[src/stq_pkg.sv]
// Shared types and codes for the sorted timer queue.
// No dependencies; imported by stq_alu, sorted_timer_queue and the testbench.
package stq_pkg;

    // Request codes on the input channel
    localparam logic [1:0] REQ_SET   = 2'd0;
    localparam logic [1:0] REQ_DEL   = 2'd1;
    localparam logic [1:0] REQ_POP   = 2'd2;
    localparam logic [1:0] REQ_QUERY = 2'd3;

    localparam int unsigned JIFFY_NS_RESET = 32'd10000000;

    // Operations of the shared arithmetic unit
    typedef enum logic [0:0] {
        ALU_ADD_PROD = 1'b0,   // a + registered product
        ALU_SUB      = 1'b1    // a - b, borrow flags a < b
    } t_alu_op;

    // Sequencer states
    typedef enum logic [3:0] {
        S_IDLE,
        S_CHECK,
        S_ADD,
        S_RM_RD,
        S_RM_CHK,
        S_INS_RD,
        S_INS_KEY,
        S_INS_CMP,
        S_HEAD_ID,
        S_HEAD_KEY,
        S_DONE
    } t_state;

endpackage

[src/stq_alu.sv]
// Shared arithmetic unit: registered jiffy multiply plus one 64-bit adder
// that forms keys, compares keys and computes remaining time. Uses stq_pkg.
module stq_alu (
    input  logic            i_clk,
    input  logic [31:0]     i_mul_a,
    input  logic [29:0]     i_mul_b,
    input  stq_pkg::t_alu_op i_op,
    input  logic [63:0]     i_a,
    input  logic [63:0]     i_b,
    output logic [63:0]     o_result,
    output logic            o_lt
);
    import stq_pkg::*;

    logic [61:0] r_prod;
    logic [63:0] operand;
    logic        carry_in;
    logic [64:0] full;

    // Register the product before it reaches the adder
    always_ff @(posedge i_clk) begin
        r_prod <= {30'd0, i_mul_a} * {32'd0, i_mul_b};
    end

    // Add the product, or subtract b through inversion and carry in
    always_comb begin
        operand  = (i_op == ALU_ADD_PROD) ? {2'b00, r_prod} : ~i_b;
        carry_in = (i_op == ALU_SUB);
        full     = {1'b0, i_a} + {1'b0, operand} + {64'd0, carry_in};
    end

    assign o_result = full[63:0];
    assign o_lt     = (i_op == ALU_SUB) & ~full[64];

endmodule

[config.mk]
export PLATFORM = sky130hd
export DESIGN_NAME = stq_alu
export DESIGN_NICKNAME = d
export VERILOG_FILES = /design/src/stq_pkg.sv /design/src/stq_alu.sv
export SDC_FILE = /design/constraint.sdc
export NUM_CORES = 2
export LEC_CHECK = 0
export BUFFER_PORTS_ARGS = -buffer_cell sky130_fd_sc_hd__buf_2
export CAP_MARGIN = 20
export CORE_MARGIN = 10
export CORE_UTILIZATION = 65
export DETAILED_ROUTE_END_ITERATION = 6
export GPL_TIMING_DRIVEN = 0
export HOLD_SLACK_MARGIN = 0.03
export PLACE_DENSITY = 0.94
export SYNTH_ARGS = -nofsm -noshare
export SYNTH_HDL_FRONTEND = slang
export SYNTH_SLANG_ARGS = --single-unit
[constraint.sdc]
create_clock -name i_clk -period 12 [get_ports i_clk]
set_input_delay 2.4 -clock i_clk [delete_from_list [all_inputs] [get_ports i_clk]]
set_output_delay 2.4 -clock i_clk [all_outputs]
set_load 0.005 [all_outputs]
==> impl_metrics.csv <==
group,metric,value,unit
status,status,"completed",
timing,setup_viol,0,
finish,final_area,0.0392,mm²
setup_path,crit_type,"in2reg",
clock_network,cts_htree_levels,3,
yosys,ys_seq_elements,62,
finish,regMostFlops,"r_prod",
clock_network,clk_pin_slew,60,ps
worst_hold_path,hold_path.startpoint,"i_mul_b[0]",
setup_path,cp.required,12280,ps
route,dr_total_vias,32233,
worst_hold_path,min_to,"r_prod[0]$_DFF_P_",
job,cap_violations,0,
placed_design,pre_cts_slack,935,ps
clock_network,ctsHoldBuffers,0,
global_routing,grt_pass1_vias,34326,
placed_design,post_dp_cell_area,0.0389,mm²
worst_hold_path,hp-class,"in2reg",
die,start_util,65.5,%
timing,maxSlewHeadroom,14.5,%
yosys,synth_cells,4235,
placed_design,port_buffers,224,
timing,finalSetupTns,0,ps
yosys,synth_warnings,0,
timing,hold_viol,0,
placed_design,dp_hpwl,114000,µm
setup_path,cp_common_cell,"fa_1",
timing,fmax,91.8,MHz
route,routed_wl,137000,µm
global_routing,overflow,0,
route,drc,0,
finish,final_nets,5814,
yosys,syn-num-nets,5578,
route,drt_iter0_drc,3499,
route,detail-route-antenna-nets,0,
setup_path,cp_num_buf_inv,6,
clock_network,cts_buffer_depth,2,
timing,rsz0062_at_grt,"no",
clock_network,post_cts_buffers,0,
route,dr.pass1.iters,6,
yosys,async_flop_share,0,%
yosys,yosysUniqueCellTypes,63,
global_routing,grtUsageTotal,41.3,%
global_routing,grt_max_degree,13,
clock_network,cts_buffers,9,
finish,synthToLayoutAreaGrowth,6.53,%
finish,reg_top3,"r_prod (62)",
die,fp-row-count,87,
finish,layout-drive-gt1-share,5.81,%
clock_network,cts_root_buf,"clkbuf_16",
die,dieArea,0.0665,mm²
finish,largest_reg_flops,62,
worst_hold_path,holdPathStages,3,
setup_path,cp_max_fo,10,
yosys,synth_flop_cell,"dfxtp_1",
timing,worstMarginPinSlew,1280,ps
setup_path,arrival,11170,ps
die,die_h,258,µm
die,core,0.0562,mm²
clock_network,tritoncts,"yes",
placed_design,place_congestion,1.10,
yosys,syn_avg_cell_area,8.69,µm²
clock_network,clkSinkCount,62,
route,drt-wirelength-per-cell,26.1,µm
setup_path,critPathTopFamily,"adder cells",
yosys,ys_seq_area_share,3.37,%
setup_path,start_kind,"input pin",
setup_path,crit_path_max_incr_delay,900,ps
global_routing,grt_pass1_wl,204000,µm
route,vias_per_cell,6.15,
clock_network,cts.repair.resized,0,
timing,period_needed,10890,ps
die,ios,257,
yosys,syn_area,0.0368,mm²
timing,slew_violations,0,
die,die_w,258,µm
yosys,synth_edf_count,0,
setup_path,cpMaxStageDelayCell,"a2111oi_1",
timing,timing.final.crit_share,90.8,%
setup_path,end_kind,"flip-flop",
global_routing,antenna_found_initial,12,
timing,setup_slack,1110,ps
## layout make-up
cell class,instances,area [µm²]
diodes,12,30.0
plain buffers,234,881
clock buffers,10,229
clock inverters,6,70.1
fillers,4419,17000
inverters,882,3310
multi-input cells,3057,31400
flip-flops and latches,62,1240
well taps,756,946
repair buffers,225,1130
## Yosys cell counts, types with 4 or more instances
master / count / area (µm²)
clkbuf_1: 229 / 860
o21a_1: 8 / 60.1
nand3_1: 30 / 150
inv_1: 882 / 3310
a21oi_1: 195 / 976
xnor2_1: 81 / 709
dfxtp_1: 62 / 1240
nor4_1: 4 / 25.0
and4_1: 6 / 52.6
a221oi_1: 5 / 43.8
xor2_1: 40 / 350
nor2_1: 127 / 477
nand4_1: 23 / 144
a21o_1: 57 / 428
nor3_1: 18 / 90.1
and3_1: 16 / 100
o211ai_1: 11 / 82.6
nand2_1: 460 / 1730
o21ai_0: 72 / 360
o21bai_1: 23 / 173
o31ai_1: 4 / 30.0
nand2b_1: 12 / 75.1
or2_2: 7 / 43.8
a41oi_1: 5 / 43.8
a31oi_1: 24 / 150
nor2b_1: 19 / 119
fa_1: 838 / 16800
o21ai_1: 6 / 30.0
a211oi_1: 11 / 82.6
and2_1: 602 / 3770
ha_1: 313 / 3920
## worst min-delay path: cells and delay by family
kind | cells | cell delay [ps]
simple gates | 1 | 230
buf+inv | 2 | 420
## per-stage QoR
stage                     hold slack (ps)  util (%)  cells
after floorplan                      2720         -   4235
after global placement               3090      69.2   5215
after detailed placement             3080      69.2   5216
after CTS                            2720      69.7   5232
after global routing                 2760      69.7   5233
final                                2760      69.8   5244
## cells by family (layout without fill, tap and decap cells)
group	Yosys count	after routing	synth area share (%)
and+or+nand+nor	1335	1335	18.6
adders and majority gates	1151	1151	56.2
buffers and inverters	1116	1357	11.4
AOI/OAI and AO/OA	449	449	7.44
xor gates and xnor gates	121	121	2.88
DFF	62	62	3.37
muxes	1	1	0.0272
other	0	12	0
## routing by layer
metal | wire, µm | vias to the layer above | global-route usage [%] | share of wire, %
met1 | 45900 | 15740 | 48.2 | 34
met5 | 92 | - | 0 | 0.067
li1 | - | 13171 | - | -
met4 | 12700 | 4 | 31.2 | 9.3
met3 | 17700 | 779 | 13.0 | 13
met2 | 60500 | 2539 | 63.5 | 44
## worst max-delay path by stage
stage | start | endpoint | slack (ps) | depth (start not counted)
2_1_floorplan | i_mul_a[29] | r_prod[59]$_DFF_P_ | 2700 | 27
3_3_place_gp | i_mul_b[24] | r_prod[59]$_DFF_P_ | 1000 | 26
3_5_place_dp | i_mul_b[15] | r_prod[61]$_DFF_P_ | 940 | 26
4_1_cts | i_mul_b[15] | r_prod[61]$_DFF_P_ | 1270 | 26
5_1_grt | i_mul_a[8] | r_prod[61]$_DFF_P_ | 840 | 29
6_report | i_mul_b[15] | r_prod[61]$_DFF_P_ | 1110 | 26
## placed cells by master (no fill, tap or decap), drive strengths merged, types with 6 or more instances in the layout
master / netlist / layout
nor3: 18 / 18
o21a: 8 / 8
a21oi: 195 / 195
o21bai: 23 / 23
fa: 838 / 838
xor2: 40 / 40
a211oi: 13 / 13
xnor2: 81 / 81
and2: 603 / 603
a21o: 58 / 58
o21ai: 78 / 78
nor2: 127 / 127
diode: 0 / 12
nand2: 460 / 460
and3: 16 / 16
and4: 6 / 6
clkbuf: 230 / 240
dfxtp: 62 / 62
o211ai: 12 / 12
buf: 4 / 229
nand3: 30 / 30
nand4: 23 / 23
nor2b: 19 / 19
or2: 7 / 7
nand2b: 12 / 12
inv: 882 / 883
a31oi: 24 / 24
ha: 313 / 313
Power is not shown: default switching activity piles up to over one toggle a cycle in this logic, so the estimate is an artifact.
